### src/rtl/core/cube_face_stepper_sequencer_assert.svh
// ----------------------------------------------------------------------------
// Assertion macros for the cube face stepper sequencer
// Concurrent checks that vanish in synthesis builds.
// ----------------------------------------------------------------------------
`ifndef CUBE_FACE_STEPPER_SEQUENCER_ASSERT_SVH
`define CUBE_FACE_STEPPER_SEQUENCER_ASSERT_SVH

`ifndef SYNTHESIS
// condition holds in the same cycle
`define CFSS_ASSERT_NOW(label, clk, rst, cond) \
  label: assert property (@(posedge clk) disable iff (rst) (cond)) \
    else $error("cfss check failed: now");
// antecedent implies consequent in the next cycle
`define CFSS_ASSERT_NEXT(label, clk, rst, ante, cons) \
  label: assert property (@(posedge clk) disable iff (rst) (ante) |=> (cons)) \
    else $error("cfss check failed: next");
`else
`define CFSS_ASSERT_NOW(label, clk, rst, cond)
`define CFSS_ASSERT_NEXT(label, clk, rst, ante, cons)
`endif

`endif

### src/rtl/core/cfss_pkg.sv
// ----------------------------------------------------------------------------
// cfss_pkg
// Move letter decode and half-step coil patterns for the cube face sequencer.
// ----------------------------------------------------------------------------
`timescale 1ns / 1ps

package cfss_pkg;

  localparam logic [7:0] CH_R = 8'h72;
  localparam logic [7:0] CH_L = 8'h6C;
  localparam logic [7:0] CH_U = 8'h75;
  localparam logic [7:0] CH_D = 8'h64;
  localparam logic [7:0] CH_F = 8'h66;
  localparam logic [7:0] CH_B = 8'h62;

  localparam logic [7:0] CH_UPPER_A = 8'h41;
  localparam logic [7:0] CH_UPPER_Z = 8'h5A;
  localparam logic [7:0] CH_LOWER_A = 8'h61;
  localparam logic [7:0] CH_LOWER_Z = 8'h7A;
  localparam logic [7:0] CASE_BIT   = 8'h20;

  localparam logic [6:0] STEPS_R_CW    = 7'd110;
  localparam logic [6:0] STEPS_R_CCW   = 7'd100;
  localparam logic [6:0] STEPS_DEFAULT = 7'd102;
  localparam logic [6:0] STEPS_F_CCW   = 7'd104;
  localparam logic [6:0] STEPS_B_CW    = 7'd106;

  localparam logic [2:0] FACE_R = 3'd0;
  localparam logic [2:0] FACE_L = 3'd1;
  localparam logic [2:0] FACE_U = 3'd2;
  localparam logic [2:0] FACE_D = 3'd3;
  localparam logic [2:0] FACE_F = 3'd4;
  localparam logic [2:0] FACE_B = 3'd5;

  localparam logic OP_TICK = 1'b0;
  localparam logic OP_MOVE = 1'b1;

  localparam logic CFG_STEP_INTERVAL = 1'b0;
  localparam logic CFG_GAP_INTERVAL  = 1'b1;

  localparam logic [15:0] INTERVAL_RESET = 16'd1000;

  typedef struct packed {
    logic       known;
    logic [2:0] face;
    logic       rev;
    logic [6:0] steps;
  } move_t;

  function automatic move_t decode_move(input logic [7:0] code);
    move_t      m;
    logic [7:0] lower;
    logic       upper;
    logic       alpha;
    m     = '0;
    lower = code | CASE_BIT;
    upper = (code >= CH_UPPER_A) && (code <= CH_UPPER_Z);
    alpha = upper || ((code >= CH_LOWER_A) && (code <= CH_LOWER_Z));
    m.rev = upper;
    if (alpha) begin
      m.known = 1'b1;
      case (lower)
        CH_R: begin
          m.face  = FACE_R;
          m.steps = upper ? STEPS_R_CCW : STEPS_R_CW;
        end
        CH_L: begin
          m.face  = FACE_L;
          m.steps = STEPS_DEFAULT;
        end
        CH_U: begin
          m.face  = FACE_U;
          m.steps = STEPS_DEFAULT;
        end
        CH_D: begin
          m.face  = FACE_D;
          m.steps = STEPS_DEFAULT;
        end
        CH_F: begin
          m.face  = FACE_F;
          m.steps = upper ? STEPS_F_CCW : STEPS_DEFAULT;
        end
        CH_B: begin
          m.face  = FACE_B;
          m.steps = upper ? STEPS_DEFAULT : STEPS_B_CW;
        end
        default: begin
          m.known = 1'b0;
        end
      endcase
    end
    return m;
  endfunction

  function automatic logic [3:0] half_step(input logic [2:0] idx);
    logic [3:0] p;
    case (idx)
      3'd0:    p = 4'h1;
      3'd1:    p = 4'h5;
      3'd2:    p = 4'h4;
      3'd3:    p = 4'h6;
      3'd4:    p = 4'h2;
      3'd5:    p = 4'hA;
      3'd6:    p = 4'h8;
      default: p = 4'h9;
    endcase
    return p;
  endfunction

endpackage

### src/rtl/core/cube_face_stepper_sequencer.sv
// ----------------------------------------------------------------------------
// cube_face_stepper_sequencer
// Half-step sequencer for six four-coil face motors driven by move letters.
//
//   channel   dir  handshake            payload
//   s_axis    in   tvalid/tready        tuser: operation, tdata: move_code
//   m_axis    out  tvalid/tready        tdata: coil_lines, busy, rejected, done
//   cfg       in   cfg_we               cfg_index, cfg_data
//
// One word in, one word out; a word is taken every cycle while the output
// register is empty or being drained, and its result is registered.
// The state update and the result register sit behind one level of logic.
// rst clears the sequencer state, both intervals to 1000 and the output valid.
// A stalled m_axis holds its word and stalls s_axis only while it is full.
// ----------------------------------------------------------------------------
`timescale 1ns / 1ps

`include "cube_face_stepper_sequencer_assert.svh"

module cube_face_stepper_sequencer
  import cfss_pkg::*;
#(
  parameter int TIMER_BITS = 16
) (
  input  logic        clk,
  input  logic        rst,
  input  logic        s_axis_tvalid,
  output logic        s_axis_tready,
  input  logic [7:0]  s_axis_tdata,   // [7:0] move_code
  input  logic        s_axis_tuser,   // [0] operation
  output logic        m_axis_tvalid,
  input  logic        m_axis_tready,
  output logic [31:0] m_axis_tdata,   // [23:0] coil_lines, [24] busy_res,
                                      // [25] rejected, [26] move_done
  input  logic        cfg_we,
  input  logic        cfg_index,
  input  logic [15:0] cfg_data
);

  localparam logic [1:0] PH_IDLE = 2'd0;
  localparam logic [1:0] PH_STEP = 2'd1;
  localparam logic [1:0] PH_GAP  = 2'd2;

  localparam int LW = ((TIMER_BITS > 16) ? TIMER_BITS : 16) + 1;
  localparam logic [LW-1:0] TIMER_MAX = {{(LW-TIMER_BITS){1'b0}}, {TIMER_BITS{1'b1}}};
  localparam logic [LW-1:0] LIM_ONE   = {{(LW-1){1'b0}}, 1'b1};

  logic [15:0]           step_interval;
  logic [15:0]           gap_interval;
  logic [1:0]            run_phase;
  logic [2:0]            active_face;
  logic                  turn_reverse;
  logic [6:0]            steps_left;
  logic [6:0]            table_index;
  logic [TIMER_BITS-1:0] tick_count;

  logic [1:0]            run_phase_next;
  logic [2:0]            active_face_next;
  logic                  turn_reverse_next;
  logic [6:0]            steps_left_next;
  logic [6:0]            table_index_next;
  logic [TIMER_BITS-1:0] tick_count_next;
  logic                  rejected_next;
  logic                  done_next;
  logic [23:0]           coils_next;

  logic [LW-1:0] step_floor;
  logic [LW-1:0] step_lim;
  logic [LW-1:0] gap_ext;
  logic [LW-1:0] gap_lim;
  logic [LW-1:0] tick_inc;
  move_t         mv;
  logic          accept;

  assign s_axis_tready = !m_axis_tvalid || m_axis_tready;
  assign accept        = s_axis_tvalid && s_axis_tready;

  always_ff @(posedge clk) begin
    if (rst) begin
      step_interval <= INTERVAL_RESET;
      gap_interval  <= INTERVAL_RESET;
    end else if (cfg_we) begin
      case (cfg_index)
        CFG_STEP_INTERVAL: step_interval <= cfg_data;
        CFG_GAP_INTERVAL:  gap_interval  <= cfg_data;
        default: ;
      endcase
    end
  end

  always_comb begin
    step_floor = (step_interval == 16'd0) ? LIM_ONE : LW'(step_interval);
    step_lim   = (step_floor > TIMER_MAX) ? TIMER_MAX : step_floor;
    gap_ext    = LW'(gap_interval);
    gap_lim    = (gap_ext > TIMER_MAX) ? TIMER_MAX : gap_ext;
    tick_inc   = LW'(tick_count) + LIM_ONE;
    mv         = decode_move(s_axis_tdata);
  end

  always_comb begin
    run_phase_next    = run_phase;
    active_face_next  = active_face;
    turn_reverse_next = turn_reverse;
    steps_left_next   = steps_left;
    table_index_next  = table_index;
    tick_count_next   = tick_count;
    rejected_next     = 1'b0;
    done_next         = 1'b0;
    if (s_axis_tuser == OP_MOVE) begin
      if (run_phase != PH_IDLE) begin
        rejected_next = 1'b1;
      end else if (!mv.known) begin
        tick_count_next = '0;
        steps_left_next = '0;
        if (gap_interval == 16'd0) begin
          done_next = 1'b1;
        end else begin
          run_phase_next = PH_GAP;
        end
      end else begin
        active_face_next  = mv.face;
        turn_reverse_next = mv.rev;
        steps_left_next   = mv.steps;
        table_index_next  = mv.rev ? mv.steps : 7'd0;
        tick_count_next   = '0;
        run_phase_next    = PH_STEP;
      end
    end else begin
      unique case (run_phase)
        PH_IDLE: ;
        PH_STEP: begin
          if (tick_inc >= step_lim) begin
            tick_count_next  = '0;
            steps_left_next  = (steps_left != 7'd0) ? steps_left - 7'd1 : 7'd0;
            table_index_next = turn_reverse ? table_index - 7'd1 : table_index + 7'd1;
            if (steps_left_next == 7'd0) begin
              if (gap_interval == 16'd0) begin
                run_phase_next = PH_IDLE;
                done_next      = 1'b1;
              end else begin
                run_phase_next = PH_GAP;
              end
            end
          end else begin
            tick_count_next = tick_inc[TIMER_BITS-1:0];
          end
        end
        PH_GAP: begin
          if (tick_inc >= gap_lim) begin
            tick_count_next = '0;
            run_phase_next  = PH_IDLE;
            done_next       = 1'b1;
          end else begin
            tick_count_next = tick_inc[TIMER_BITS-1:0];
          end
        end
        default: begin
          run_phase_next = PH_IDLE;
        end
      endcase
    end
    coils_next = (run_phase_next == PH_STEP)
               ? ({20'd0, half_step(table_index_next[2:0])} << {active_face_next, 2'b00})
               : 24'd0;
  end

  always_ff @(posedge clk) begin
    if (rst) begin
      run_phase     <= PH_IDLE;
      active_face   <= '0;
      turn_reverse  <= 1'b0;
      steps_left    <= '0;
      table_index   <= '0;
      tick_count    <= '0;
      m_axis_tvalid <= 1'b0;
    end else begin
      if (accept) begin
        run_phase    <= run_phase_next;
        active_face  <= active_face_next;
        turn_reverse <= turn_reverse_next;
        steps_left   <= steps_left_next;
        table_index  <= table_index_next;
        tick_count   <= tick_count_next;
      end
      if (accept) begin
        m_axis_tvalid <= 1'b1;
      end else if (m_axis_tready) begin
        m_axis_tvalid <= 1'b0;
      end
    end
  end

  always_ff @(posedge clk) begin
    if (accept) begin
      m_axis_tdata <= {5'd0, done_next, rejected_next,
                       (run_phase_next != PH_IDLE), coils_next};
    end
  end

  `CFSS_ASSERT_NOW(a_coils_only_busy, clk, rst,
    !m_axis_tvalid || m_axis_tdata[23:0] == 24'd0 || m_axis_tdata[24])
  `CFSS_ASSERT_NOW(a_reject_not_done, clk, rst,
    !m_axis_tvalid || !(m_axis_tdata[25] && m_axis_tdata[26]))
  `CFSS_ASSERT_NOW(a_reject_busy, clk, rst,
    !m_axis_tvalid || !m_axis_tdata[25] || m_axis_tdata[24])
  `CFSS_ASSERT_NOW(a_step_has_steps, clk, rst,
    run_phase != PH_STEP || steps_left != 7'd0)
  `CFSS_ASSERT_NEXT(a_idle_timer_clear, clk, rst,
    1'b1, run_phase != PH_IDLE || tick_count == '0)

endmodule

### config.mk
export PLATFORM = sky130hd
export DESIGN_NAME = cube_face_stepper_sequencer
export DESIGN_NICKNAME = d
export VERILOG_FILES = /design/src/rtl/core/cfss_pkg.sv /design/src/rtl/core/cube_face_stepper_sequencer.sv
export VERILOG_INCLUDE_DIRS = /design/src /design/src/rtl/core
export SDC_FILE = /design/constraint.sdc
export NUM_CORES = 1
export LEC_CHECK = 0
export ABC_AREA = 1
export ABC_CLOCK_PERIOD_IN_PS = 5060
export CORE_MARGIN = 4
export CORE_UTILIZATION = 25
export DETAILED_ROUTE_END_ITERATION = 12
export DONT_BUFFER_PORTS = 1
export GPL_TIMING_DRIVEN = 0
export PLACE_DENSITY_LB_ADDON = 0.2
export RECOVER_POWER = 50
export SLEW_MARGIN = 5
export SYNTH_ARGS = -nofsm -noshare
export SYNTH_HDL_FRONTEND = slang
export SYNTH_SLANG_ARGS = --single-unit
### constraint.sdc
create_clock -name clk -period 5.06 [get_ports clk]
set_input_delay 1.518 -clock clk [delete_from_list [all_inputs] [get_ports clk]]
set_output_delay 1.518 -clock clk [all_outputs]
set_load 0.01 [all_outputs]
After elaboration in Yosys (flattened, before gate mapping)
Cells that the tools add are included.

Add/subtract/negate cells: 4. Multipliers: 0. Divide/modulo/power cells: 0. Magnitude comparators: 7. Equal/unequal tests: 17. Shifts and indexed selects: 1. Muxes and demuxes: 52. Bitwise operators: 2. Reduce and logical (&&, ||, !) cells: 26.

Operators with widths (number): $mux 7 (14); $mux 16 (6); $eq 7x6->1 const B (6); $ge 17x16->1 (2); $logic_not 16->1 (2); $pmux 16 s2 (1); $pmux 4 s7 (1); $pmux 7 s4 (1); $shl 4x5->24 (1); $add 16x1->17 const B (1); $ge 8x7->1 const B (2); $gt 16x16->1 const B (1); $le 8x7->1 const B (2); $mux 2 (8); $mux 4 (4); $pmux 3 s5 (1); $sub 7x1->7 const B (2); $mux 1 (11); $reduce_bool 2->1 (5); $eq 3x3->1 const B (3); $mux 3 (3); $reduce_and 4->1 (2); $add 7x1->7 const B (1); $logic_not 7->1 (1); 21 further kinds (28).

Bits in registers: 96. Latch bits: 0. RAM bits: 0. Bits in read-only memories: 0. Input port bits: 31. Output and inout bits: 34. Logic and storage cells: 122. Memories kept: 0.

Longest topological paths before layout
Word-level depth: 12. Depth in mapped cells: 26. Gate-level depth less buffers: 26.

Worst setup path before layout
OpenSTA, ideal clock, no wires.

Kind: register to register. Start point: register tick_count[2]. End point: register m_axis_tdata[21], data pin. Library setup time: 0.140 ns. Arrival time: 3.181 ns. Required time: 4.920 ns. Slack: 1.739 ns. Stages on the path, launching flop included: 21. Buffers on the path: 0. Period minus slack after synthesis: 3.321 ns. Cells stage by stage: dfxtp_1 > nand2_1 > nor2_1 > nand3_1 > nand3b_1 > nor2_1 > nand2_1 > nor3_2 > nand3_1 > xnor2_1 > ha_1 > nand4_1 > nor4_1 > nand2_1 > nand3_4 > nand3_1 > nand2_1 > nand2_1 > a21oi_4 > nand3_2 > nor2_1.

Cells in the longest elaborated chain, start to end: 8. Elaborated cells between the ends (all ways): 20. Those cells by class: 1 x add/sub; 2 x order compare; 7 x eq/ne; 1 x shift; 8 x mux; 1 x reduce/logical.

Ends and longest elaborated chain: start: declaration (RTL line cube_face_stepper_sequencer.sv:55) `logic [TIMER_BITS-1:0] tick_count;`; start signal: assignment (RTL line cube_face_stepper_sequencer.sv:183) `tick_count <= tick_count_next;`; $add 16x1->17 (*) (RTL line cube_face_stepper_sequencer.sv:96) `tick_inc = LW'(tick_count) + LIM_ONE;`; $ge 17x16->1 (RTL line cube_face_stepper_sequencer.sv:132) `if (tick_inc >= step_lim) begin`; $mux 7 (RTL line cube_face_stepper_sequencer.sv:132); $mux 7 (RTL line cube_face_stepper_sequencer.sv:129) `unique case (run_phase)`; $mux 7 (RTL line cube_face_stepper_sequencer.sv:109) `if (s_axis_tuser == OP_MOVE) begin`; $eq 3x3->1, or another cell as far along (RTL line cfss_pkg.sv:97) `case (idx)`; $pmux 4 s7 (RTL line cfss_pkg.sv:97); $shl 4x5->24 (RTL line cube_face_stepper_sequencer.sv:163) `? ({20'd0, half_step(table_index_next[2:0])} << {active_face_next, 2'b00})`; end signal: assignment (RTL line cube_face_stepper_sequencer.sv:195) `m_axis_tdata <= {5'd0, done_next, rejected_next,`; end: declaration (RTL line cube_face_stepper_sequencer.sv:33) `output logic [31:0] m_axis_tdata,`.

Every way passes the cells marked *; elsewhere a longest branch is shown, timed or not. The select of a mux whose other input is x is not followed. A chain may end at the register's enable or synchronous reset.

Final worst setup path
Start point: register tick_count[0]. End point: register m_axis_tdata[6], data pin.

Same word-level chain as after synthesis.

==> metrics.txt <==
status=completed; Mapped Area=5524 sq um; H-tree Lvls=3; CTS Hold Bufs=0; peak supply drop=0.1409 mV; CP Capture Type=register; Post-synth EDFFs=27; Static Leak=2.631 nW; GP Congestion=0.8194; pwr/cell area=282.6 nW/um^2; Reg-to-Reg End=m_axis_tdata[6]; core footprint=21760 sq um; cts repair resizes=0; DIE HEIGHT=156.6 um; vias in the first global route=4439; register area share after synthesis=0.3823; Post CTS Setup Buffer Count=0; kind of critical path=register to register; routed vias=4639; Synth warnings=0; WL per Instance=13.96 um; FF+latch count, synth=92; placed cells=1013; total CTS buffers=9; dominant synthesized flop cell=dfxtp_1; Worst EP arrival=4230 ps; Initial Util=0.2539; first-pass GRT wire length=23.56 mm; Async S/R FF share, synth=0; Mapped Cells=729; unrepaired setup endpoints after global routing=no; syn avg cell area=7.578 sq um; Core Rows=54; Max Slew Vio Count=0; DPL Wire Length=11.24 mm; Total Neg Setup Slack=0 ps; FF-to-FF path depth=20; Die Area=24540 sq um; Final Power=0.001748 W; Final nets=814; Least-Margin Pin Slew=1117 ps; Max Root-Sink Buffers=2; I/O Pins=65; skew final=11.54 ps; post-synthesis cell type count=47; ANT cells=0; Final Non-Filler Cells=1029; Final setup viols=0; area grow syn2layout=11.94%; Clk pin slew, worst setup/hold paths=80 ps; Crit Path Max Fanout=10; largest net degree at the start of global routing=33; Max-Cap Viols=0; min Tclk post-route=4035 ps; R2R setup slack=1020 ps; drt pass-1 iters=5; Setup crit end=m_axis_tdata[6]; Peak Freq=0.2478 GHz; Buffers on Ports=0; CP Launch Type=register; Clock Sink Count=92; commonest non-fill, non-tap cells in the layout=138 x nand2_1, 101 x inv_1, 70 x a21oi_1, 67 x nor2_1, 65 x dfxtp_1; clk root buf=clkbuf_16; CTS tree=yes; period utilization=0.7974; Hold Crit Class=register to register; vias per cell=4.508; DRC violations left=0; GRT Total Usage=0.1195; Die X=156.6 um; share of cells above drive strength 1=0.07744; R2R Path Start=tick_count[0]; hold violation total from the final report=0; DRT iter0 DRCs=226; global route total overflow=0; Antenna Nets Post-Route=0; initial antenna violation count=0; commonest non-fill, non-tap cell in the layout=nand2_1; final WL=14.37 mm; fillers=2428; crit path launch=tick_count[0]; Slew HR=0.2545; worst-skew pair later-pin latency=350 ps; Crit path required time=5260 ps
## registers in the layout (all words and copies together), names as in the netlist
register       flops
m_axis_tdata      27
active_face        3
m_axis_tvalid      1
table_index        3
gap_interval      16
turn_reverse       1
step_interval     16
tick_count        16
steps_left         7
run_phase          2
## kinds of logic after synthesis
logic type	share of synthesized area
DFF	0.3823
AOI/OAI and AO/OA	0.1463
buffers and inverters	0.09309
xor gates and xnor gates	0.02378
adders and majority gates	0.08970
other	0.0006789
and+or+nand+nor	0.2641
## synthesized netlist by cell type (3+ instances only)
library cell,n,area (sq um)
nor2_4,5,56.30
nand2_1,138,518.0
ha_1,38,475.5
edfxtp_1,27,810.8
nand2_2,3,18.77
inv_2,6,22.52
o31ai_1,3,22.52
xnor2_1,7,61.31
nand3_2,5,50.05
or2_2,4,25.02
o21ai_1,3,15.01
o211ai_1,13,97.59
nor3_1,4,20.02
dfxtp_1,65,1301
clkbuf_1,16,60.06
nor4_1,8,50.05
xor2_1,8,70.07
nand3b_1,4,30.03
a21oi_1,70,350.3
buf_4,5,37.54
inv_1,101,379.1
nand4_1,29,181.4
o21ai_0,43,215.2
nor2_1,67,251.5
nand3_1,32,160.2
## worst max-delay path, stage by stage, from the launching register on
cell and delay [ps]:
dfxtp_1 430, inv_1 90, nor2_1 180, nand3_1 130, nand3b_1 230, nor2_1 180
nand2_1 110, nor3_2 200, nand3_1 130, xnor2_1 320, ha_1 280, nand4_1 140
nor4_1 270, nand2_1 120, nand3_4 170, nand3_1 100, nand2_1 70, nand2_1 90
a21oi_4 240, nand3_2 230, nor2_1 180
## layout make-up
type	instances	area [sq um]	area share
inverters	109	411.6	0.06657
clock inverters	7	68.82	0.01113
plain buffers	22	102.6	0.01659
clock buffers	9	225.2	0.03642
multi-input cells	510	2913	0.4711
flip-flops and latches	92	2112	0.3416
well taps	280	350.3	0.05666
## worst min path at each step
stage,from,endpoint,cells after the start
4_1_cts,active_face[1],active_face[1],2
6_report,active_face[1],active_face[1],2
5_1_grt,active_face[0],active_face[0],2
3_3_place_gp,active_face[1],active_face[1],2
2_1_floorplan,active_face[1],active_face[1],2
3_5_place_dp,active_face[1],active_face[1],2
## report_power, final
part / total [W] / leakage [nW] / internal [W] / switching (W)
logic: 0.000246 / 1.69 / 0.0000773 / 0.000169
clock network: 0.000681 / 0.137 / 0.000346 / 0.000335
registers: 0.000821 / 0.806 / 0.000796 / 0.0000250
## stage by stage
stage	util	cell area, sq um	hold slack (ps)	setup WS, ps
2_1_floorplan	-	5539	429.7	1739
3_3_place_gp	0.2707	5889	453.2	1010
3_5_place_dp	0.2707	5889	455.3	1012
4_1_cts	0.2842	6183	466.8	969.5
5_1_grt	0.2842	6183	485.4	499.5
6_report	0.2842	6183	461.8	1025
## routing by layer
metal  global-route usage  part of all wire  up-vias
li1                     -                 -     2462
met1               0.1657              0.50     2110
met2               0.1934              0.46       57
met3              0.01963             0.022       10
met4              0.03099             0.011        0
met5                    0                 0        -
Note: power is estimated with default switching activity, not from simulation.
